**src/design/nnlr_pkg.sv**
```systemverilog
`timescale 1ns / 1ps

package nnlr_pkg;

   // Store geometry and label width.
   localparam int MAX_ROWS   = 256;
   localparam int MAX_COLS   = 256;
   localparam int LABEL_BITS = 8;

   localparam int ROW_BITS        = $clog2(MAX_ROWS);
   localparam int COL_BITS        = $clog2(MAX_COLS);
   localparam int LABEL_ADDR_BITS = ROW_BITS + COL_BITS;
   localparam int LABEL_DEPTH     = MAX_ROWS * MAX_COLS;

   // Field widths fixed by the channel and register definitions.
   localparam int DIM_BITS   = 9;
   localparam int COORD_BITS = 8;
   localparam int OUT_BITS   = 8;

   // Coordinate mapping tables, one per axis, sized for the larger axis.
   localparam int MAP_DEPTH = (MAX_ROWS > MAX_COLS) ? MAX_ROWS : MAX_COLS;
   localparam int MAP_BITS  = $clog2(MAP_DEPTH);

   // Divider operands: 2*(S-1) and 2*(D-1).
   localparam int DIV_BITS     = DIM_BITS + 1;
   localparam int DIV_CNT_BITS = $clog2(DIV_BITS + 1);
   // Running quotient of the table sweep: up to MAP_DEPTH * MAP_DEPTH.
   localparam int Q_BITS = 2 * MAP_BITS + 1;

   // Queue between front and back.
   localparam int QUEUE_DEPTH    = 4;
   localparam int QUEUE_PTR_BITS = $clog2(QUEUE_DEPTH);
   localparam int QUEUE_CNT_BITS = $clog2(QUEUE_DEPTH + 1);

   // Configuration register indexes.
   localparam int CSR_INDEX_BITS = 2;
   typedef enum logic [CSR_INDEX_BITS-1:0] {
      CSR_SRC_HEIGHT = 2'd0,
      CSR_SRC_WIDTH  = 2'd1,
      CSR_DST_HEIGHT = 2'd2,
      CSR_DST_WIDTH  = 2'd3
   } csr_index_type;

   // Configured sizes, already clamped.
   typedef struct packed {
      logic [DIM_BITS-1:0] src_height;
      logic [DIM_BITS-1:0] src_width;
      logic [DIM_BITS-1:0] dst_height;
      logic [DIM_BITS-1:0] dst_width;
   } dims_type;

   // Table builder control for one axis.
   typedef struct packed {
      logic                start;
      logic [DIM_BITS-1:0] src_dim;
      logic [DIM_BITS-1:0] dst_dim;
   } axis_ctrl_type;

   // One classified item on its way from front to back.
   typedef struct packed {
      logic                       is_write;
      logic                       bad;
      logic [LABEL_ADDR_BITS-1:0] addr;
      logic [LABEL_BITS-1:0]      label;
   } queue_entry_type;

   // Register value as the block uses it: zero acts as one, large values saturate.
   function automatic logic [DIM_BITS-1:0] clamp_dim(input logic [DIM_BITS-1:0] value,
                                                     input logic [DIM_BITS:0]   max_dim);
      logic [DIM_BITS-1:0] result;
      if (value == '0) begin
         result = DIM_BITS'(1);
      end else if ({1'b0, value} > max_dim) begin
         result = max_dim[DIM_BITS-1:0];
      end else begin
         result = value;
      end
      return result;
   endfunction

endpackage

```
**src/design/nnlr_req_if.sv**
```systemverilog
`timescale 1ns / 1ps

interface nnlr_req_if;
   logic                             valid;
   logic                             ready;
   logic                             mode;
   logic [nnlr_pkg::COORD_BITS-1:0] row;
   logic [nnlr_pkg::COORD_BITS-1:0] col;
   logic [nnlr_pkg::OUT_BITS-1:0]   label;

   modport source (output valid, output mode, output row, output col, output label,
                   input ready);
   modport sink (input valid, input mode, input row, input col, input label,
                 output ready);
endinterface

```
**src/design/nnlr_front.sv**
```systemverilog
`timescale 1ns / 1ps

module nnlr_front (
   input  logic                                clock,
   input  logic                                reset,
   nnlr_req_if.sink                            req_chan,
   input  nnlr_pkg::dims_type                  dims,
   input  logic                                busy,
   input  logic [nnlr_pkg::QUEUE_CNT_BITS-1:0] queue_count,
   output logic                                map_rd_en,
   output logic [nnlr_pkg::MAP_BITS-1:0]       map_row_addr,
   output logic [nnlr_pkg::MAP_BITS-1:0]       map_col_addr,
   input  logic [nnlr_pkg::MAP_BITS-1:0]       map_row_data,
   input  logic [nnlr_pkg::MAP_BITS-1:0]       map_col_data,
   output logic                                push,
   output nnlr_pkg::queue_entry_type           push_entry
);

   logic                                accept;
   logic                                bad;
   logic [nnlr_pkg::QUEUE_CNT_BITS:0]   pending;
   logic [nnlr_pkg::DIM_BITS-1:0]       row_ext, col_ext;

   logic                                f1_valid_ff, f1_valid_in;
   logic                                f1_write_ff;
   logic                                f1_bad_ff;
   logic [nnlr_pkg::COORD_BITS-1:0]     f1_row_ff, f1_col_ff;
   logic [nnlr_pkg::LABEL_BITS-1:0]     f1_label_ff;

   // Space is reserved for the item already in the lookup stage.
   assign pending        = {1'b0, queue_count} + (nnlr_pkg::QUEUE_CNT_BITS + 1)'(f1_valid_ff);
   assign req_chan.ready = !busy && (pending < (nnlr_pkg::QUEUE_CNT_BITS + 1)'(nnlr_pkg::QUEUE_DEPTH));
   assign accept         = req_chan.valid && req_chan.ready;

   // Range check against the source size for writes and the output size for reads.
   always_comb begin
      row_ext = nnlr_pkg::DIM_BITS'(req_chan.row);
      col_ext = nnlr_pkg::DIM_BITS'(req_chan.col);
      if (req_chan.mode) begin
         bad = (row_ext >= dims.dst_height) || (col_ext >= dims.dst_width);
      end else begin
         bad = (row_ext >= dims.src_height) || (col_ext >= dims.src_width);
      end
   end

   // Look up both mapping tables for the accepted item.
   assign map_rd_en    = accept;
   assign map_row_addr = nnlr_pkg::MAP_BITS'(req_chan.row);
   assign map_col_addr = nnlr_pkg::MAP_BITS'(req_chan.col);

   assign f1_valid_in = accept;

   always_ff @(posedge clock) begin
      if (reset) begin
         f1_valid_ff <= 1'b0;
      end else begin
         f1_valid_ff <= f1_valid_in;
      end
      if (accept) begin
         f1_write_ff <= !req_chan.mode;
         f1_bad_ff   <= bad;
         f1_row_ff   <= req_chan.row;
         f1_col_ff   <= req_chan.col;
         f1_label_ff <= nnlr_pkg::LABEL_BITS'(req_chan.label);
      end
   end

   // Writes go to their own coordinate, reads to the mapped source coordinate.
   always_comb begin
      push                = f1_valid_ff;
      push_entry.is_write = f1_write_ff;
      push_entry.bad      = f1_bad_ff;
      push_entry.label    = f1_label_ff;
      if (f1_write_ff) begin
         push_entry.addr = {nnlr_pkg::ROW_BITS'(f1_row_ff), nnlr_pkg::COL_BITS'(f1_col_ff)};
      end else begin
         push_entry.addr = {nnlr_pkg::ROW_BITS'(map_row_data),
                            nnlr_pkg::COL_BITS'(map_col_data)};
      end
   end

   // No item enters while a mapping table is being rebuilt.
   a_no_accept_busy : assert property (@(posedge clock) disable iff (reset)
      accept |-> !busy)
      else $error("item accepted during table rebuild");

endmodule

```
**src/flat_wrapper.sv**
```systemverilog
// flat-port wrapper written by rule: the top's interface ports become plain ports
module nnlr_front_flat 
  (clock, reset, dims, busy, queue_count, map_rd_en, map_row_addr, map_col_addr, map_row_data, map_col_data, push, push_entry, req_chan_valid, req_chan_mode, req_chan_row, req_chan_col, req_chan_label, req_chan_ready);
  nnlr_req_if req_chan_i ();
  input  logic clock;
  input  logic reset;
  input  nnlr_pkg::dims_type dims;
  input  logic busy;
  input  logic [nnlr_pkg::QUEUE_CNT_BITS-1:0] queue_count;
  output logic map_rd_en;
  output logic [nnlr_pkg::MAP_BITS-1:0] map_row_addr;
  output logic [nnlr_pkg::MAP_BITS-1:0] map_col_addr;
  input  logic [nnlr_pkg::MAP_BITS-1:0] map_row_data;
  input  logic [nnlr_pkg::MAP_BITS-1:0] map_col_data;
  output logic push;
  output nnlr_pkg::queue_entry_type push_entry;
  input wire logic [$bits(req_chan_i.valid)-1:0] req_chan_valid;
  input wire logic [$bits(req_chan_i.mode)-1:0] req_chan_mode;
  input wire logic [$bits(req_chan_i.row)-1:0] req_chan_row;
  input wire logic [$bits(req_chan_i.col)-1:0] req_chan_col;
  input wire logic [$bits(req_chan_i.label)-1:0] req_chan_label;
  output wire logic [$bits(req_chan_i.ready)-1:0] req_chan_ready;
  assign req_chan_i.valid = req_chan_valid;
  assign req_chan_i.mode = req_chan_mode;
  assign req_chan_i.row = req_chan_row;
  assign req_chan_i.col = req_chan_col;
  assign req_chan_i.label = req_chan_label;
  assign req_chan_ready = req_chan_i.ready;
  nnlr_front u_core (.clock(clock), .reset(reset), .req_chan(req_chan_i), .dims(dims), .busy(busy), .queue_count(queue_count), .map_rd_en(map_rd_en), .map_row_addr(map_row_addr), .map_col_addr(map_col_addr), .map_row_data(map_row_data), .map_col_data(map_col_data), .push(push), .push_entry(push_entry));
endmodule
```
**config.mk**
```make
export PLATFORM = sky130hd
export DESIGN_NAME = nnlr_front_flat
export DESIGN_NICKNAME = d
export VERILOG_FILES = /design/src/design/nnlr_pkg.sv /design/src/design/nnlr_req_if.sv /design/src/design/nnlr_front.sv /design/src/flat_wrapper.sv
export SDC_FILE = /design/constraint.sdc
export NUM_CORES = 1
export LEC_CHECK = 0
export ABC_CLOCK_PERIOD_IN_PS = 1770
export BUFFER_PORTS_ARGS = -buffer_cell sky130_fd_sc_hd__buf_2
export CELL_PAD_IN_SITES_DETAIL_PLACEMENT = 0
export CELL_PAD_IN_SITES_GLOBAL_PLACEMENT = 1
export CORE_MARGIN = 8
export CORE_UTILIZATION = 31
export CTS_BUF_LIST = sky130_fd_sc_hd__clkbuf_4
export DETAILED_ROUTE_END_ITERATION = 10
export PLACE_DENSITY = 0.92
export SYNTH_ARGS = -nofsm -noshare
export SYNTH_HDL_FRONTEND = slang
export SYNTH_SLANG_ARGS = --single-unit
```
**constraint.sdc**
```tcl
create_clock -name clock -period 1.77 [get_ports clock]
set_input_delay 0.177 -clock clock [delete_from_list [all_inputs] [get_ports clock]]
set_output_delay 0.177 -clock clock [all_outputs]
set_load 0.01 [all_outputs]
```
==> impl_results.md <==
- CTS clk-pin slew, worst paths: approximately 150 ps
- Detailed placement HPWL: 5010 um
- Placement Setup Slack: -19.6 ps
- Adder and majority cell fraction of the synthesized area: between 20% and 30%
- Final WL: 5720 um
- Slew @ Worst Pin: 235 ps
- Htree depth: 1
- Crit-path max FO: 15
- Synth top cells by count: ha_1 (32), inv_1 (31), edfxtp_1 (26)
- Post-synthesis compound-gate area fraction: 9.72%
- Via density: 4.50
- Area leader, netlist: edfxtp_1
- Worst setup EP type: primary output
- XOR/XNOR Fraction of Synth Area: 0%
- Final Power: 1.38 mW
- Register area share after synthesis: about two fifths
- Gpl congestion: just under 0.9
- Worst Hold Class: input port to flip-flop
- Synth Register Bits: 27
- Required @ worst endpoint: 1590 ps
- Worst slew margin: 84.3%
- Drt first pass iters: 4
- Final hold vios: 0
- Placed cells: between 300 and 400
- CTS sink cnt: 27
- Final Max Slew Viols: 0
- Clock skew: about 4 ps
- I/O pins: roughly 130
- Die ar.: 9010 um^2
- Switching share of power: 27.0%
- Share of post-route cells with drive strength above 1: 53.7%
- Critical Path Start: u_core.f1_write_ff
- Vias in the first global route: approximately 1700
- Final worst-path cycle share: between 90% and 100%
- Largest net degree at the start of global routing: 29
- Post-synth top area share: 40.4%
- Clk pwr share: 19.5%
- Top cells by area, synth: edfxtp_1 (40%), ha_1 (21%), mux2_2 (9.3%)
- Period minus WS final: 1670 ps
- Post-synthesis cell type count: 30
- Area growth, synth to finish: 38.5%
- Die Wd: 94.9 um
- DRC Markers: 0
- Post-synth EDFFs: 26
- Synthesized cell area: 1930 um^2
- Most numerous cell in the Yosys netlist: ha_1
- Outcome: completed
- Chip height: 94.9 um
- Synth warn: 0
- Int Pwr: 1.01 mW
- Pwr/cell area: 518 nW/um^2
- Core area: 5960 um^2
- Ys async rst share: 0%
- Synth Net Count: 288
- Placed inst area: 2570 um^2
- Max-Cap Viols: 0
- Antenna Cells: 0
- Setup CP Type: flip-flop to primary output
- Post-Syn Instances: ~170
- Number of setup buffers added after CTS: 0
- Design Area, Final: 2670 um^2
- Worst vdd ir: 0.237 mV
- RSZ-0062 raised after global routing: no
- DR WL/cell: 15.5 um
- Fmax: approximately 600 MHz
- Number of buffers created by CTS: 3
- Setup tns final: 0 ps
- Root Buffer: clkbuf_4
- Row cnt: 28
- WP data arrival: 1490 ps
- Hold_ws: 22.1 ps
- Via Count: 1660
- Sw power: between 0.3 and 0.4 mW
- All-Layer GR Usage: a little under an eighth
- Fin worst setup slack: 104 ps
- HP Start: req_chan_label[2]
- Post-Syn Area per Cell: 11.2 um^2
- Max clock buf depth: 2
- Finished Core Util: around 45%
- Initial antenna violation count: 0
- Leak: ~1.4 nW
- Combinational power share: 28.0%
- Post-layout net count: 411
- Reg-to-reg startpoint: u_core.push
- Congestion Overflow GR: 0
- Clock Latency Late Sink: 320 ps
- Initial Utilization: 32.4%
- Iteration-0 DRC Markers: 40
- PortBufs: 128
- Global-route wire length before repair: 8160 um
- Main synth FF type: edfxtp_1
- Post-synthesis simple-gate area fraction: about 5.2%
- Mux contribution to synthesized area: 9.33%
- Largest family of logic cells by synthesized area: adder cells
- Setup violations, final: 0
- Post-Layout Cell Count: approximately 370
- Detail Route Antenna Nets: 0
- Sequential share of power: a little over half
- CTS tree: yes
- Critical Path Start Type: flip-flop
==> placed cells by master, fill, tap and decap left out, types with 2 or more instances in the layout <==
cell type,n
a211oi_1,2
a21o_1,4
a21oi_1,11
buf_2,128
buf_4,4
clkbuf_4,3
dlygate4sd3_1,4
edfxtp_1,26
ha_1,32
inv_1,31
mux2_2,16
nand2_1,3
nand3_1,3
nor2b_1,3
o21ai_0,4
==> layer usage <==
layer	track usage (%)	vias to the layer above	share of wire [%]
met5	0	-	0
met3	2.22	6	9.5
li1	-	839	-
met1	12.3	748	36
met2	21.7	67	52
met4	4.94	0	1.8
==> layout make-up <==
| class | count | area, um^2 |
|---|---|---|
| fill | 592 | 3280 |
| clock buffer | 3 | 22.5 |
| tap | 75 | 93.8 |
| clock inverter | 1 | 7.51 |
| multi-input combinational | 94 | 877 |
| inverter | 31 | 116 |
| sequential | 27 | 801 |
| timing repair buffer | 138 | 756 |
==> flip-flops by register name, summed over array words and instances, names as in the netlist <==
signal	cells
u_core.f1_row_ff	8
u_core.push	1
u_core.f1_col_ff	8
u_core.f1_bad_ff	1
u_core.f1_label_ff	8
u_core.f1_write_ff	1
==> what timing repair did <==
action	CTS	global route
resized for setup	0	2
hold endpoints to repair	1	3
endpoints found under the setup margin	0	1
hold buffers	1	3
==> path summary, 6_finish.rpt <==
| check | to | slack (ps) | cells after the start |
|---|---|---|---|
| max | push_entry[10] | 100 | 3 |
| min | u_core.f1_label_ff[2] | 20 | 1 |
| min reg2reg | u_core.f1_label_ff[2] | 950 | 3 |
| max reg2reg | u_core.f1_row_ff[4] | 480 | 3 |
==> worst max-delay path, cell delays in order, from the launching register on <==
cell and delay [ps]:
edfxtp_1 420, buf_4 250, mux2_2 360, buf_2 140
==> cells by family (layout without fill, tap and decap cells) <==
kind of cell | Yosys count | count (layout)
buf+inv | 51 | 173
mux | 16 | 16
flops | 27 | 27
fa+ha+maj | 32 | 32
compound gates | 29 | 29
simple gates | 17 | 17
==> power by group through the flow <==
stage                     registers, mW  clock network, mW  logic [mW]
after detailed placement          0.741                  0       0.383
final                             0.726              0.269       0.388
after global placement            0.740                  0       0.369
after floorplan                   0.743                  0       0.202
after CTS                         0.727              0.287       0.386
after global routing              0.728              0.306       0.439
(Power assumes the default switching activity.)
