## src/design/nnlr_pkg.sv

```systemverilog
`timescale 1ns / 1ps

package nnlr_pkg;

   // Store geometry and label width.
   localparam int MAX_ROWS   = 256;
   localparam int MAX_COLS   = 256;
   localparam int LABEL_BITS = 8;

   localparam int ROW_BITS        = $clog2(MAX_ROWS);
   localparam int COL_BITS        = $clog2(MAX_COLS);
   localparam int LABEL_ADDR_BITS = ROW_BITS + COL_BITS;
   localparam int LABEL_DEPTH     = MAX_ROWS * MAX_COLS;

   // Field widths fixed by the channel and register definitions.
   localparam int DIM_BITS   = 9;
   localparam int COORD_BITS = 8;
   localparam int OUT_BITS   = 8;

   // Coordinate mapping tables, one per axis, sized for the larger axis.
   localparam int MAP_DEPTH = (MAX_ROWS > MAX_COLS) ? MAX_ROWS : MAX_COLS;
   localparam int MAP_BITS  = $clog2(MAP_DEPTH);

   // Divider operands: 2*(S-1) and 2*(D-1).
   localparam int DIV_BITS     = DIM_BITS + 1;
   localparam int DIV_CNT_BITS = $clog2(DIV_BITS + 1);
   // Running quotient of the table sweep: up to MAP_DEPTH * MAP_DEPTH.
   localparam int Q_BITS = 2 * MAP_BITS + 1;

   // Queue between front and back.
   localparam int QUEUE_DEPTH    = 4;
   localparam int QUEUE_PTR_BITS = $clog2(QUEUE_DEPTH);
   localparam int QUEUE_CNT_BITS = $clog2(QUEUE_DEPTH + 1);

   // Configuration register indexes.
   localparam int CSR_INDEX_BITS = 2;
   typedef enum logic [CSR_INDEX_BITS-1:0] {
      CSR_SRC_HEIGHT = 2'd0,
      CSR_SRC_WIDTH  = 2'd1,
      CSR_DST_HEIGHT = 2'd2,
      CSR_DST_WIDTH  = 2'd3
   } csr_index_type;

   // Configured sizes, already clamped.
   typedef struct packed {
      logic [DIM_BITS-1:0] src_height;
      logic [DIM_BITS-1:0] src_width;
      logic [DIM_BITS-1:0] dst_height;
      logic [DIM_BITS-1:0] dst_width;
   } dims_type;

   // Table builder control for one axis.
   typedef struct packed {
      logic                start;
      logic [DIM_BITS-1:0] src_dim;
      logic [DIM_BITS-1:0] dst_dim;
   } axis_ctrl_type;

   // One classified item on its way from front to back.
   typedef struct packed {
      logic                       is_write;
      logic                       bad;
      logic [LABEL_ADDR_BITS-1:0] addr;
      logic [LABEL_BITS-1:0]      label;
   } queue_entry_type;

   // Register value as the block uses it: zero acts as one, large values saturate.
   function automatic logic [DIM_BITS-1:0] clamp_dim(input logic [DIM_BITS-1:0] value,
                                                     input logic [DIM_BITS:0]   max_dim);
      logic [DIM_BITS-1:0] result;
      if (value == '0) begin
         result = DIM_BITS'(1);
      end else if ({1'b0, value} > max_dim) begin
         result = max_dim[DIM_BITS-1:0];
      end else begin
         result = value;
      end
      return result;
   endfunction

endpackage

```

## src/design/nnlr_queue.sv

```systemverilog
`timescale 1ns / 1ps

module nnlr_queue (
   input  logic                                clock,
   input  logic                                reset,
   input  logic                                push,
   input  nnlr_pkg::queue_entry_type           push_entry,
   input  logic                                pop,
   output nnlr_pkg::queue_entry_type           head,
   output logic                                empty,
   output logic [nnlr_pkg::QUEUE_CNT_BITS-1:0] count
);

   nnlr_pkg::queue_entry_type           slot_ff [nnlr_pkg::QUEUE_DEPTH];
   logic [nnlr_pkg::QUEUE_PTR_BITS-1:0] wr_ptr_ff, wr_ptr_in;
   logic [nnlr_pkg::QUEUE_PTR_BITS-1:0] rd_ptr_ff, rd_ptr_in;
   logic [nnlr_pkg::QUEUE_CNT_BITS-1:0] count_ff, count_in;

   // Pointer and fill count update.
   always_comb begin
      wr_ptr_in = push ? wr_ptr_ff + nnlr_pkg::QUEUE_PTR_BITS'(1) : wr_ptr_ff;
      rd_ptr_in = pop ? rd_ptr_ff + nnlr_pkg::QUEUE_PTR_BITS'(1) : rd_ptr_ff;
      count_in  = count_ff + nnlr_pkg::QUEUE_CNT_BITS'(push) - nnlr_pkg::QUEUE_CNT_BITS'(pop);
   end

   always_ff @(posedge clock) begin
      if (reset) begin
         wr_ptr_ff <= '0;
         rd_ptr_ff <= '0;
         count_ff  <= '0;
      end else begin
         wr_ptr_ff <= wr_ptr_in;
         rd_ptr_ff <= rd_ptr_in;
         count_ff  <= count_in;
      end
      if (push) begin
         slot_ff[wr_ptr_ff] <= push_entry;
      end
   end

   assign head  = slot_ff[rd_ptr_ff];
   assign empty = (count_ff == '0);
   assign count = count_ff;

   a_no_overflow : assert property (@(posedge clock) disable iff (reset)
      (push && !pop) |-> (count_ff < nnlr_pkg::QUEUE_CNT_BITS'(nnlr_pkg::QUEUE_DEPTH)))
      else $error("queue overflow");

   a_no_underflow : assert property (@(posedge clock) disable iff (reset)
      pop |-> !empty)
      else $error("queue underflow");

endmodule

```

## config.mk

```make
export PLATFORM = sky130hd
export DESIGN_NAME = nnlr_queue
export DESIGN_NICKNAME = d
export VERILOG_FILES = /design/src/design/nnlr_pkg.sv /design/src/design/nnlr_queue.sv
export SDC_FILE = /design/constraint.sdc
export NUM_CORES = 1
export LEC_CHECK = 0
export ABC_CLOCK_PERIOD_IN_PS = 2200
export BUFFER_PORTS_ARGS = -buffer_cell sky130_fd_sc_hd__buf_4
export CORE_UTILIZATION = 35
export CTS_BUF_LIST = sky130_fd_sc_hd__clkbuf_16
export CTS_CLUSTER_SIZE = 24
export DETAILED_ROUTE_END_ITERATION = 10
export GPL_ROUTABILITY_DRIVEN = 0
export PLACE_DENSITY = 0.58
export SYNTH_ARGS = -nofsm -noshare
export SYNTH_HDL_FRONTEND = slang
export SYNTH_SLANG_ARGS = --single-unit
```

## constraint.sdc

```tcl
create_clock -name clock -period 2.2 [get_ports clock]
set_clock_uncertainty 0.05 [all_clocks]
set_input_delay 0.11 -clock clock [delete_from_list [all_inputs] [get_ports clock]]
set_output_delay 0.11 -clock clock [all_outputs]
set_load 0.05 [all_outputs]
```

==> metrics.txt, run 1 <==
Initial Util 0.364; final cycle utilization of the critical path 0.910; TritonRoute pass-1 iters 7; endpoint of the lowest-slack register-to-register path count[2]; slack of the worst reg-to-reg path 0.52 ns; area of the multi-input gates 843 um^2; TritonCTS Buffers 17; Crit Reg-Reg Startpoint count[0]; final setup TNS 0 ns; leak pwr 2.03 nW; wire length of the first global-routing pass 12100 um; number of stages on the worst hold path 2; transition time at the pin with the least slew margin 0.750 ns; number of max-slew violations in the final report 0; hold endpoint slot_ff[1][0]; worst path arrival time 1.84 ns; sequence of cells on the critical path buf_12 > mux4_1 > buf_4; top-level I/O count 60; GRT Overall Usage 0.135; master of the slowest instance on the critical path mux4_1; clock edge transition at the registers on the reported setup and hold paths 0.05 ns; area of the die 12500 um^2; violation count after the first detailed-routing iteration 78; standard cell core area 11600 um^2; fin crit period 2.00 ns; via count of the first global-routing pass 2256; Synth Warn # 0; Crit path max-delay family multiplexers; path type of the worst min-delay path input pin to flip-flop; Core Rows 39; number of buffers between clock root and the deepest sink 2; startpoint class of the critical path flip-flop; syn nets 214; area growth from synthesis to final layout 33.5%; H-tree Lvls 4; DRC violations left 3; post-layout instance count excluding filler cells 437; diodes inserted 0; quantity of gates resized following cts 0; endpoint kind of the worst setup timing path primary output; y dimension of the die 112 um; average cell area after synthesis 23.9 um^2; post-synthesis cell count 177; area of the mapped netlist 4230 um^2; sequential cell area in the final layout 3300 um^2; Hold Fails Final Rpt 0; Post-DRT Antenna Nets 0; clock tree from TritonCTS built; Seq/Total Area, Yosys 0.781; leftover overflow at the end of global routing 0; routed wire length 7340 um; unrepaired setup endpoints after global routing no; pin count of the biggest net entering global routing 27; floorplan die width 112 um; count of unique library cells instantiated by Yosys 21; Max transition margin 0.500; power per cell area 1020 nW/um^2; Clk Latency, worst-skew pair 0.40 ns; startpoint-to-endpoint class of the critical path flip-flop to primary output; WL per Instance 16.8 um; Crit path buffers/inverters 2; number of port buffers 59; TritonCTS Sinks 113; Max rail drop VDD 0.000505 V; top achievable clock speed 499 MHz; half-perimeter wire length of the detailed placement result 4230 um; share of final-layout standard cells stronger than drive strength 1 0.384; library cell occupying the most area in the post-synthesis netlist edfxtp_1; clock root cell clkbuf_16; share of the synthesized area in the top cell type 0.738; via-per-instance ratio 4.62; peak per-stage delay on the critical path 0.57 ns; leading post-synthesis cells by cell area edfxtp_1 74%, mux4_2 11%, dfxtp_1 4.3%; outcome finished with violations; Data required, critical path 2.04 ns; reported max-cap violation count 0; Setup-failing EPs final 0; # placed instances 377; synthesized flop and latch total 113; number of fillers in the final layout 956; largest fanout of any net on the critical path 22; Register-to-Register Path Depth 7; via count 2018; hold path start push_entry[0]; total number of nets in the final design 319; initial antenna violation count 0; violated checks design-rule violations
[logic make-up (layout without fill, tap and decap cells)]
group,count (synthesis),after routing,share of synthesized area
buffers and inverters,12,129,0.0210
DFF,113,113,0.781
muxes,27,27,0.146
and+or+nand+nor,13,13,0.0163
adders and majority gates,7,7,0.0225
AOI/OAI and AO/OA,2,2,0.00355
xor gates and xnor gates,3,3,0.00976
[how the worst max path moves through the flow]
stage               cells after the start              to  slack (ns)
finish                                  3         head[4]        0.20
global route                            3         head[4]        0.12
CTS                                     3         head[4]        0.14
detailed placement                      3  slot_ff[0][24]        0.52
global placement                        3   slot_ff[2][0]        0.55
floorplan                               7        count[2]        0.26
[layout by cell type, fill, tap and decap left out]
| cell type | count |
|---|---|
| inv_1 | 11 |
| buf_4 | 61 |
| clkbuf_16 | 17 |
| mux4_1 | 6 |
| nor3_1 | 1 |
| nand3b_1 | 1 |
| and2_2 | 4 |
| clkinv_1 | 2 |
| bufinv_16 | 1 |
| nor2b_1 | 2 |
| nor2_1 | 5 |
| edfxtp_1 | 104 |
| a21oi_1 | 1 |
| dfxtp_2 | 1 |
| dlygate4sd3_1 | 29 |
| mux4_2 | 20 |
| dfxtp_1 | 8 |
| ha_1 | 6 |
| clkinv_2 | 6 |
| mux2i_1 | 1 |
| fa_1 | 1 |
| buf_12 | 2 |
| xnor2_1 | 2 |
| xor3_1 | 1 |
| a21bo_2 | 1 |
[cells in the mapped netlist]
cell        n
nor2b_1     2
mux4_2     20
nor3_1      1
buf_6       1
and2_1      4
nand3b_1    1
dfxtp_1     9
inv_1       6
ha_1        6
a21oi_1     1
buf_12      2
edfxtp_1  104
mux4_1      6
nor2_1      5
xnor2_1     2
xor3_1      1
buf_2       2
fa_1        1
mux2i_1     1
clkbuf_2    1
a21bo_2     1
[metrics by stage]
| step | util | setup slack [ns] | total power [mW] | hold WS [ns] | instance area, um^2 |
|---|---|---|---|---|---|
| final | 0.486 | 0.197 | 5.77 | 0.397 | 5650 |
| after global routing | 0.486 | 0.123 | 6.00 | 0.392 | 5650 |
| after CTS | 0.486 | 0.143 | 5.85 | 0.382 | 5650 |
| after detailed placement | 0.417 | 0.520 | 3.45 | 0.265 | 4850 |
| after global placement | 0.417 | 0.547 | 3.43 | 0.263 | 4850 |
| after floorplan | - | 0.262 | 3.17 | 0.132 | 4230 |
[layout make-up]
type                    instances  share of cell area
clock buffers                  17              0.0753
clock inverters                14              0.0153
inverters                       6             0.00399
multi-input cells              52               0.149
flip-flops and latches        113               0.585
well taps                     143              0.0317
repair buffers                 92               0.140
[metal layers]
layer	track usage	part of all wire	up-vias	routed length, um
met5	0	0	-	0
met4	0.0693	0.014	0	104
met3	0.0414	0.037	10	272
met2	0.209	0.50	54	3640
met1	0.172	0.45	1014	3310
li1	-	-	940	-
[sequential cells by signal, indices dropped and copies added (netlist names), named ones only]
signal / cells
count: 3
rd_ptr_ff: 2
slot_ff: 104
wr_ptr_ff: 2
[worst reg2reg max path: stages (launching register included)]
cell and delay [ns]:
dfxtp_1 0.36, inv_1 0.06, ha_1 0.27, inv_1 0.04
ha_1 0.18, fa_1 0.37, xor3_1 0.21, nor2_1 0.05
[timing repair]
action / in CTS / in global routing
hold buffers: 29 / 0
buffers inserted: 0 / 0
hold endpoints to repair: 113 / 0
[where the power goes]
group / switching [mW] / internal, mW / leakage (nW) / total, mW
Combinational: 0.560 / 0.357 / 0.727 / 0.916
Sequential: 0.0433 / 2.48 / 1.03 / 2.52
Clock: 0.843 / 1.49 / 0.277 / 2.34
Total: 1.45 / 4.33 / 2.03 / 5.77
Power figures use the tool's default switching activity.
==> inputs of run 2 (changes only) <==
- ABC_CLOCK_PERIOD_IN_PS: 2200 -> 1690
- PLACE_DENSITY: 0.58 -> 0.6
- clock period: 2.2 -> 1.69 ns (I/O delays scaled with it)
==> metrics.txt, run 2 (synthesis gave the netlist of run 1 again) <==
transition time at the pin with the least slew margin 0.433 ns; diodes inserted 0; violated checks design-rule violations, negative setup slack; number of stages on the worst hold path 2; fin worst setup slack -0.176 ns; post-placement setup slack 0.0309 ns; hold endpoint slot_ff[1][2]; startpoint class of the critical path flip-flop; standard cell core area 11600 um^2; via count 2115; H-tree Lvls 4; most used routing layer met2; Crit Reg-Reg Startpoint count[0]; Post-DRT Antenna Nets 0; half-perimeter wire length of the detailed placement result 4260 um; hold path start push_entry[2]; worst path arrival time 1.73 ns; violation count after the first detailed-routing iteration 106; # placed instances 381; Initial Util 0.364; Max rail drop VDD 0.000810 V; number of max-slew violations in the final report 0; clock edge transition at the registers on the reported setup and hold paths 0.06 ns; leak pwr 2.13 nW; area of the die 12500 um^2; slack of the worst reg-to-reg path 0.08 ns; TritonCTS Sinks 113; worst hold slack after final layout 0.369 ns; Core Rows 39; top achievable clock speed 536 MHz; GR Layer Usage met3 0.0414; register with the most flip-flops slot_ff; Clk Latency, worst-skew pair 0.40 ns; endpoint of the lowest-slack register-to-register path count[2]; final cycle utilization of the critical path 1.10; commonest cells after routing, fill and taps aside 104 x edfxtp_1, 38 x buf_4, 29 x dlygate4sd3_1; Max transition margin 0.711; post-layout instance count excluding filler cells 447; routing usage on met1 0.175; number of fillers in the final layout 965; Register-to-Register Path Depth 7; end-of-flow core utilization 0.515; path type of the worst min-delay path input pin to flip-flop; area growth from synthesis to final layout 41.3%; clock root cell clkbuf_16; floorplan die width 112 um; pin count of the biggest net entering global routing 27; Data required, critical path 1.56 ns; y dimension of the die 112 um; DRC violations left 5; sequential cell area in the final layout 3310 um^2; area of the multi-input gates 830 um^2; leftover overflow at the end of global routing 0; share of final-layout standard cells stronger than drive strength 1 0.451; wire length of the first global-routing pass 12100 um; largest fanout of any net on the critical path 5; WL per Instance 17.2 um; outcome finished with violations; clock tree from TritonCTS built; via-per-instance ratio 4.73; endpoint kind of the worst setup timing path primary output; number of port buffers 59; Setup-failing EPs final 26; TritonRoute pass-1 iters 9; GRT Overall Usage 0.134; routed wire length 7670 um; reported max-cap violation count 0; top-level I/O count 60; initial antenna violation count 0; Hold Fails Final Rpt 0; number of buffers between clock root and the deepest sink 2; global-route met2 utilization 0.205; total number of nets in the final design 328; max FFs per register 104; TritonCTS Buffers 17; power per cell area 1350 nW/um^2; startpoint-to-endpoint class of the critical path flip-flop to primary output; fin crit period 1.87 ns; most common library cell in the layout ignoring fill and taps edfxtp_1; via count of the first global-routing pass 2318; unrepaired setup endpoints after global routing yes
-- run 2: where the power goes --
part | internal [mW] | switching (mW) | leakage [nW]
sequential | 3.22 | 0.0588 | 1.03
combinational | 0.605 | 0.767 | 0.820
clock | 2.18 | 1.27 | 0.282
total | 6.00 | 2.09 | 2.13
-- run 2: routing by layer --
metal,wire [um],vias up
met5,0,-
met4,106,0
met3,321,10
met2,3660,60
met1,3580,1087
li1,-,958
-- run 2: worst max path at each step --
stage	start	endpoint	slack (ns)
floorplan	count[0]	count[2]	-0.006
global placement	wr_ptr_ff[0]	slot_ff[2][7]	0.08
detailed placement	wr_ptr_ff[0]	slot_ff[0][7]	0.03
CTS	flip-flop	head[14]	-0.19
global route	flip-flop	head[2]	-0.22
finish	flip-flop	head[2]	-0.18
-- run 2: layout make-up --
cell class / count / share of cell area
inverter: 6 / 0.00377
sequential: 113 / 0.554
clock inverter: 15 / 0.0270
clock buffer: 17 / 0.0712
multi-input combinational: 52 / 0.139
tap: 143 / 0.0299
timing repair buffer: 101 / 0.176
-- run 2: metrics by stage --
stage	TNS (ns)	total power [mW]	cell area [um^2]
2_1_floorplan	-0.00603	4.14	4240
3_3_place_gp	0	4.49	4890
3_5_place_dp	0	4.50	4890
4_1_cts	-4.41	8.19	6000
5_1_grt	-4.79	8.35	5980
6_report	-3.52	8.10	5980
-- run 2: critical path: stages (launching register included) --
cell,delay (ns)
dfxtp_4,0.38
buf_12,0.11
buf_12,0.12
mux4_2,0.54
buf_6,0.18
-- run 2: repair_timing --
item                                    in CTS  in global routing
endpoints found under the hold margin      113                  0
setup buffers                                4                  0
endpoints found under the setup margin      26                101
cloned                                       3                  0
resized for setup                           44                  3
hold buffers                                29                  0
