`src/design/nnlr_pkg.sv`:
```
`timescale 1ns / 1ps

package nnlr_pkg;

   // Store geometry and label width.
   localparam int MAX_ROWS   = 256;
   localparam int MAX_COLS   = 256;
   localparam int LABEL_BITS = 8;

   localparam int ROW_BITS        = $clog2(MAX_ROWS);
   localparam int COL_BITS        = $clog2(MAX_COLS);
   localparam int LABEL_ADDR_BITS = ROW_BITS + COL_BITS;
   localparam int LABEL_DEPTH     = MAX_ROWS * MAX_COLS;

   // Field widths fixed by the channel and register definitions.
   localparam int DIM_BITS   = 9;
   localparam int COORD_BITS = 8;
   localparam int OUT_BITS   = 8;

   // Coordinate mapping tables, one per axis, sized for the larger axis.
   localparam int MAP_DEPTH = (MAX_ROWS > MAX_COLS) ? MAX_ROWS : MAX_COLS;
   localparam int MAP_BITS  = $clog2(MAP_DEPTH);

   // Divider operands: 2*(S-1) and 2*(D-1).
   localparam int DIV_BITS     = DIM_BITS + 1;
   localparam int DIV_CNT_BITS = $clog2(DIV_BITS + 1);
   // Running quotient of the table sweep: up to MAP_DEPTH * MAP_DEPTH.
   localparam int Q_BITS = 2 * MAP_BITS + 1;

   // Queue between front and back.
   localparam int QUEUE_DEPTH    = 4;
   localparam int QUEUE_PTR_BITS = $clog2(QUEUE_DEPTH);
   localparam int QUEUE_CNT_BITS = $clog2(QUEUE_DEPTH + 1);

   // Configuration register indexes.
   localparam int CSR_INDEX_BITS = 2;
   typedef enum logic [CSR_INDEX_BITS-1:0] {
      CSR_SRC_HEIGHT = 2'd0,
      CSR_SRC_WIDTH  = 2'd1,
      CSR_DST_HEIGHT = 2'd2,
      CSR_DST_WIDTH  = 2'd3
   } csr_index_type;

   // Configured sizes, already clamped.
   typedef struct packed {
      logic [DIM_BITS-1:0] src_height;
      logic [DIM_BITS-1:0] src_width;
      logic [DIM_BITS-1:0] dst_height;
      logic [DIM_BITS-1:0] dst_width;
   } dims_type;

   // Table builder control for one axis.
   typedef struct packed {
      logic                start;
      logic [DIM_BITS-1:0] src_dim;
      logic [DIM_BITS-1:0] dst_dim;
   } axis_ctrl_type;

   // One classified item on its way from front to back.
   typedef struct packed {
      logic                       is_write;
      logic                       bad;
      logic [LABEL_ADDR_BITS-1:0] addr;
      logic [LABEL_BITS-1:0]      label;
   } queue_entry_type;

   // Register value as the block uses it: zero acts as one, large values saturate.
   function automatic logic [DIM_BITS-1:0] clamp_dim(input logic [DIM_BITS-1:0] value,
                                                     input logic [DIM_BITS:0]   max_dim);
      logic [DIM_BITS-1:0] result;
      if (value == '0) begin
         result = DIM_BITS'(1);
      end else if ({1'b0, value} > max_dim) begin
         result = max_dim[DIM_BITS-1:0];
      end else begin
         result = value;
      end
      return result;
   endfunction

endpackage

```
`src/design/nnlr_ram.sv`:
```
`timescale 1ns / 1ps

module nnlr_ram #(
   parameter int WIDTH = 8,
   parameter int DEPTH = 256
) (
   input  logic                     clock,
   input  logic                     wr_en,
   input  logic [$clog2(DEPTH)-1:0] wr_addr,
   input  logic [WIDTH-1:0]         wr_data,
   input  logic                     rd_en,
   input  logic [$clog2(DEPTH)-1:0] rd_addr,
   output logic [WIDTH-1:0]         rd_data_ff
);

   logic [WIDTH-1:0] mem_ff [DEPTH];

   // One write port, one registered read port; read data holds between reads.
   always_ff @(posedge clock) begin
      if (wr_en) begin
         mem_ff[wr_addr] <= wr_data;
      end
      if (rd_en) begin
         rd_data_ff <= mem_ff[rd_addr];
      end
   end

endmodule

```
`src/design/nnlr_axis.sv`:
```
`timescale 1ns / 1ps

module nnlr_axis (
   input  logic                          clock,
   input  logic                          reset,
   input  nnlr_pkg::axis_ctrl_type       ctrl,
   output logic                          busy,
   input  logic                          rd_en,
   input  logic [nnlr_pkg::MAP_BITS-1:0] rd_addr,
   output logic [nnlr_pkg::MAP_BITS-1:0] rd_data
);

   typedef enum logic [1:0] {
      ST_IDLE,
      ST_DIV,
      ST_SWEEP
   } state_type;

   state_type                            state_ff, state_in;
   logic [nnlr_pkg::DIV_CNT_BITS-1:0]    div_cnt_ff, div_cnt_in;
   logic [nnlr_pkg::MAP_BITS:0]          idx_ff, idx_in;
   logic [nnlr_pkg::DIV_BITS-1:0]        den_ff, den_in;
   logic [nnlr_pkg::DIV_BITS-1:0]        dvd_ff, dvd_in;
   logic [nnlr_pkg::DIV_BITS-1:0]        rem_ff, rem_in;
   logic [nnlr_pkg::DIV_BITS-1:0]        qs_ff, qs_in;
   logic [nnlr_pkg::DIV_BITS-1:0]        r_ff, r_in;
   logic [nnlr_pkg::Q_BITS-1:0]          q_ff, q_in;
   logic [nnlr_pkg::DIM_BITS-1:0]        smax_ff, smax_in;
   logic                                 zero_ff, zero_in;

   logic [nnlr_pkg::DIV_BITS:0]          trial;
   logic [nnlr_pkg::DIV_BITS:0]          rsum;
   logic [nnlr_pkg::Q_BITS-1:0]          q_step;
   logic                                 tbl_we;
   logic [nnlr_pkg::MAP_BITS-1:0]        tbl_wdata;

   // Table entry for the current output index, clamped to the last source index.
   always_comb begin
      tbl_we = (state_ff == ST_SWEEP);
      if (zero_ff) begin
         tbl_wdata = '0;
      end else if (q_ff > nnlr_pkg::Q_BITS'(smax_ff)) begin
         tbl_wdata = nnlr_pkg::MAP_BITS'(smax_ff);
      end else begin
         tbl_wdata = q_ff[nnlr_pkg::MAP_BITS-1:0];
      end
   end

   // One restoring division step and one sweep step.
   always_comb begin
      trial  = {rem_ff, dvd_ff[nnlr_pkg::DIV_BITS-1]};
      rsum   = {1'b0, r_ff} + {1'b0, rem_ff};
      q_step = q_ff + nnlr_pkg::Q_BITS'(qs_ff);
   end

   // Sequencer: latch sizes, divide 2*(S-1) by 2*(D-1), then fill the table.
   always_comb begin
      state_in   = state_ff;
      div_cnt_in = div_cnt_ff;
      idx_in     = idx_ff;
      den_in     = den_ff;
      dvd_in     = dvd_ff;
      rem_in     = rem_ff;
      qs_in      = qs_ff;
      r_in       = r_ff;
      q_in       = q_ff;
      smax_in    = smax_ff;
      zero_in    = zero_ff;
      if (ctrl.start) begin
         state_in   = ST_DIV;
         div_cnt_in = '0;
         den_in     = {ctrl.dst_dim - nnlr_pkg::DIM_BITS'(1), 1'b0};
         dvd_in     = {ctrl.src_dim - nnlr_pkg::DIM_BITS'(1), 1'b0};
         rem_in     = '0;
         qs_in      = '0;
         smax_in    = ctrl.src_dim - nnlr_pkg::DIM_BITS'(1);
         zero_in    = (ctrl.dst_dim <= nnlr_pkg::DIM_BITS'(1));
      end else begin
         case (state_ff)
            ST_IDLE: begin
            end
            ST_DIV: begin
               dvd_in     = {dvd_ff[nnlr_pkg::DIV_BITS-2:0], 1'b0};
               div_cnt_in = div_cnt_ff + nnlr_pkg::DIV_CNT_BITS'(1);
               if (trial >= {1'b0, den_ff}) begin
                  rem_in = nnlr_pkg::DIV_BITS'(trial - {1'b0, den_ff});
                  qs_in  = {qs_ff[nnlr_pkg::DIV_BITS-2:0], 1'b1};
               end else begin
                  rem_in = trial[nnlr_pkg::DIV_BITS-1:0];
                  qs_in  = {qs_ff[nnlr_pkg::DIV_BITS-2:0], 1'b0};
               end
               if (zero_ff || div_cnt_ff == nnlr_pkg::DIV_CNT_BITS'(nnlr_pkg::DIV_BITS - 1)) begin
                  state_in = ST_SWEEP;
                  idx_in   = '0;
                  q_in     = '0;
                  r_in     = {1'b0, den_ff[nnlr_pkg::DIV_BITS-1:1]};
               end
            end
            ST_SWEEP: begin
               idx_in = idx_ff + (nnlr_pkg::MAP_BITS + 1)'(1);
               if (rsum >= {1'b0, den_ff}) begin
                  r_in = nnlr_pkg::DIV_BITS'(rsum - {1'b0, den_ff});
                  q_in = q_step + nnlr_pkg::Q_BITS'(1);
               end else begin
                  r_in = rsum[nnlr_pkg::DIV_BITS-1:0];
                  q_in = q_step;
               end
               if (idx_ff == (nnlr_pkg::MAP_BITS + 1)'(nnlr_pkg::MAP_DEPTH - 1)) begin
                  state_in = ST_IDLE;
               end
            end
            default: begin
               state_in = ST_IDLE;
            end
         endcase
      end
   end

   always_ff @(posedge clock) begin
      if (reset) begin
         state_ff <= ST_IDLE;
      end else begin
         state_ff <= state_in;
      end
      div_cnt_ff <= div_cnt_in;
      idx_ff     <= idx_in;
      den_ff     <= den_in;
      dvd_ff     <= dvd_in;
      rem_ff     <= rem_in;
      qs_ff      <= qs_in;
      r_ff       <= r_in;
      q_ff       <= q_in;
      smax_ff    <= smax_in;
      zero_ff    <= zero_in;
   end

   assign busy = ctrl.start || (state_ff != ST_IDLE);

   nnlr_ram #(
      .WIDTH (nnlr_pkg::MAP_BITS),
      .DEPTH (nnlr_pkg::MAP_DEPTH)
   ) u_table (
      .clock      (clock),
      .wr_en      (tbl_we),
      .wr_addr    (idx_ff[nnlr_pkg::MAP_BITS-1:0]),
      .wr_data    (tbl_wdata),
      .rd_en      (rd_en),
      .rd_addr    (rd_addr),
      .rd_data_ff (rd_data)
   );

   // A finished sweep has written every table entry.
   a_sweep_ends_full : assert property (@(posedge clock) disable iff (reset)
      (state_ff == ST_SWEEP && !ctrl.start && state_in == ST_IDLE) |->
      (idx_ff == (nnlr_pkg::MAP_BITS + 1)'(nnlr_pkg::MAP_DEPTH - 1)))
      else $error("table sweep ended early");

endmodule

```
`config.mk`:
```
export PLATFORM = sky130hd
export DESIGN_NAME = nnlr_axis
export DESIGN_NICKNAME = d
export VERILOG_FILES = /design/src/design/nnlr_pkg.sv /design/src/design/nnlr_ram.sv /design/src/design/nnlr_axis.sv
export SDC_FILE = /design/constraint.sdc
export NUM_CORES = 2
export LEC_CHECK = 0
export ABC_AREA = 1
export BUFFER_PORTS_ARGS = -buffer_cell sky130_fd_sc_hd__buf_2
export CAP_MARGIN = 5
export CORE_UTILIZATION = 50
export CTS_CLUSTER_SIZE = 10
export DETAILED_ROUTE_END_ITERATION = 7
export PLACE_DENSITY = 0.65
export SYNTH_ARGS = -nofsm -noshare
export SYNTH_HDL_FRONTEND = slang
export SYNTH_SLANG_ARGS = --single-unit
```
`constraint.sdc`:
```
create_clock -name clock -period 12.5 [get_ports clock]
set_input_delay 2.5 -clock clock [delete_from_list [all_inputs] [get_ports clock]]
set_output_delay 2.5 -clock clock [all_outputs]
set_load 0.05 [all_outputs]
```
==> results.toml <==
[status]
outcome = "finished, final reports clean"

[synth]
synth_cell_types = 38
synth_ff_type = "edfxtp_1"
seq_area_frac_synth = 0.712
post-synth-top-area-fraction = 0.707
synth-edff-count = 2120
yosys.area.top_type = "edfxtp_1"
avgSynthCellArea_um2 = 11.5
synth_nets = 7944
netlist_area_um2 = 90100
ys_ff_latch = 2146
synthCells = 7849
synthArstFlopShare = 0
ys_warn_count = 0
synthTopCellsByArea = "edfxtp_1 (71%), nand3_1 (10%), nand2_1 (8.6%)"

[critical_path]
crit_type = "in2reg"
reg2reg_from = "q_ff[6]$_SDFFCE_PN0P_"
required_ps = 13210
end_kind = "flip-flop"
worstSetupEndpoint = "u_table.rd_data_ff[4]$_DFFE_PP_"
path_max_fanout = 139
reg2reg_to = "u_table.mem_ff[116][0]$_DFFE_PP_"
cp-start-kind = "input pin"
worst_r2r_path_depth = 10
crit_start = "rd_addr[0]"
cp_data_arrival_time_ps = 7510
regToRegSetupSlack_ps = 7640

[finish]
drive_above_1_share = 0.0517
final_common_cell = "edfxtp_1"
fillers = 14700
nNetsFinal = 7792
multi_input_area_um2 = 22700
fin_cells = 10100
synthToLayoutAreaGrowth_pct = 8.74
final_cell_mix = "edfxtp_1 (2120), nand2_1 (2049), nand3_1 (1835)"
final-seq-area_um2 = 64200

[floorplanning]
die_x_um = 426
fp.dieH_um = 426
die-area_um2 = 182000
boundaryPins = 39
start_util = 0.504
coreArea_um2 = 179000
std_cell_rows = 155

[detailed_routing]
drtAntennaViolNets = 0
drt_wl_total_um = 245000
firstDrtPassIters = 8
num_vias = 60200
vias_per_cell = 5.96
drt-initial-drc-count = 7749
drc_errors = 0
avgRoutedWirePerCell_um = 24.2

[global_routing]
grt_start_max_net_pins = 215
grt_pass1_vias = 57900
grt-ovfl-total = 0
grt_use_total = 0.267
antenna_found_initial = 13
grt_pass1_wl_um = 365000

[clock_network]
clk_pin_slew_ps = 60
clock_latency_ps = 860
cts_buffers = 235
postCtsSetupRepairBufs = 0
clock-sinks = 2146
cts_root_buf = "clkbuf_16"
cts_buffer_depth = 3
cts_max_level = 4
cts_tree = "done"
ctsResizeCount = 0
cts_hold_buf = 0

[hold_path]
worstHoldPathCells = 1
hold_path.class = "reg2reg"

[placed_design]
dp.cells = 9815
dp_hpwl_um = 133000
gp_routability_congestion = 0.875
portBuffers = 38

[power_and_ir_drop]
pwr-share-comb = 0.067
p_leak_nw = 34.4
vdd_drop_max_uv = 146
pwr-share-seq = 0.532
p_per_area_nw_per_um2 = 154
power.share.switching = 0.229
clkPwrFrac = 0.401
internal-power_mw = 11.6
p_switching_mw = 3.45

[timing]
clock.fmax_ghz = 0.147
finClkSkew_ps = 33.6
period_needed_ps = 6810
finalSetupViolCount = 0
finalHoldViolCount = 0
worst_slew_pin_slew_ps = 1290
fin_tns_setup_ps = 0
finalCritPeriodShare = 0.545
rsz0062_at_grt = "false"
drv_slew = 0
slew_headroom = 0.139

[flow_run]
maxCapViolations = 0
-- how the worst min path moves through the flow --
| stage | end | slack [ps] | startpoint |
|---|---|---|---|
| 2_1_floorplan | div_cnt_ff[3]$_SDFFE_PP0P_ | 420 | div_cnt_ff[3]$_SDFFE_PP0P_ |
| 4_1_cts | div_cnt_ff[3]$_SDFFE_PP0P_ | 460 | div_cnt_ff[3]$_SDFFE_PP0P_ |
| 5_1_grt | div_cnt_ff[3]$_SDFFE_PP0P_ | 500 | div_cnt_ff[3]$_SDFFE_PP0P_ |
| 3_3_place_gp | div_cnt_ff[3]$_SDFFE_PP0P_ | 440 | div_cnt_ff[3]$_SDFFE_PP0P_ |
| 3_5_place_dp | div_cnt_ff[3]$_SDFFE_PP0P_ | 450 | div_cnt_ff[3]$_SDFFE_PP0P_ |
| 6_report | div_cnt_ff[3]$_SDFFE_PP0P_ | 460 | div_cnt_ff[3]$_SDFFE_PP0P_ |
-- state kept, by name (all words and copies together) (netlist names) --
signal	count
q_ff	17
idx_ff	9
den_ff	9
zero_ff	1
r_ff	10
state_ff	2
qs_ff	10
dvd_ff	9
smax_ff	9
u_table.mem_ff	2048
u_table.rd_data_ff	8
div_cnt_ff	4
rem_ff	10
-- layout make-up --
cell class | count | area share
clock buffer | 264 | 0.0620
inverter | 233 | 0.00918
antenna | 5 | 0.000128
timing repair buffer | 112 | 0.00986
sequential | 2146 | 0.655
multi-input combinational | 4969 | 0.231
tap | 2355 | 0.0301
clock inverter | 14 | 0.00224
-- metrics by stage --
stage / worst slack (ps) / cell area (µm²) / power [mW] / utilization / hold slack (ps)
floorplan: 3480 / 90100 / 8.82 / - / 423
global placement: 5070 / 91700 / 9.13 / 0.513 / 443
detailed placement: 5040 / 91700 / 9.15 / 0.513 / 450
CTS: 5790 / 98000 / 15.1 / 0.548 / 460
global route: 5400 / 98000 / 15.4 / 0.548 / 497
finish: 5690 / 98000 / 15.1 / 0.548 / 457
-- power groups by stage --
stage / logic (mW) / clock network [mW] / registers (mW)
after detailed placement: 0.999 / 0 / 8.15
after global routing: 1.10 / 6.34 / 8.00
final: 1.01 / 6.04 / 8.00
after floorplan: 0.630 / 0 / 8.19
after global placement: 0.984 / 0 / 8.15
after CTS: 1.00 / 6.09 / 8.00
-- cells by family (layout without fill, tap and decap cells) --
group | after synthesis | after routing | synth area share
adder cells (fa/ha/maj) | 65 | 65 | 0.00936
AO/OA/AOI/OAI | 460 | 460 | 0.0274
other | 0 | 5 | 0
flip-flops | 2146 | 2146 | 0.712
AND/OR/NAND/NOR | 4416 | 4416 | 0.211
XOR/XNOR | 28 | 28 | 0.00272
buffers and inverters | 734 | 623 | 0.0374
-- synth_stat cells (all sizes together), types with 2 or more instances --
cell type	instances
a21oi	122
and2	2
fa	4
o21bai	5
nor3	24
dfxtp	26
o22ai	76
buf	326
clkinv	3
xor2	17
nand3	1838
a31oi	6
or2	2
o31ai	2
edfxtp	2120
clkbuf	175
and3	2
a2111oi	2
xnor2	11
nand2	2057
inv	230
ha	61
o211ai	8
nand4	20
a211oi	4
nor2	470
o21ai	231
-- critical path, cell delays in order --
cell,delay (ps)
buf_8,620
buf_4,850
buf_4,790
buf_4,850
nand2_1,120
nand3_1,130
nand3_1,160
nand3_1,160
nand3_1,90
nand3_1,300
nand3_1,300
nand2_1,200
nand2_1,100
nand2_1,80
-- metal layers --
metal	GRT usage	share of wire	vias to the layer above
li1	-	-	27400
met1	0.367	0.40	29400
met2	0.421	0.47	2829
met3	0.0572	0.095	499
met4	0.0949	0.034	2
met5	0	0.000053	-
(Power assumes the default switching activity.)
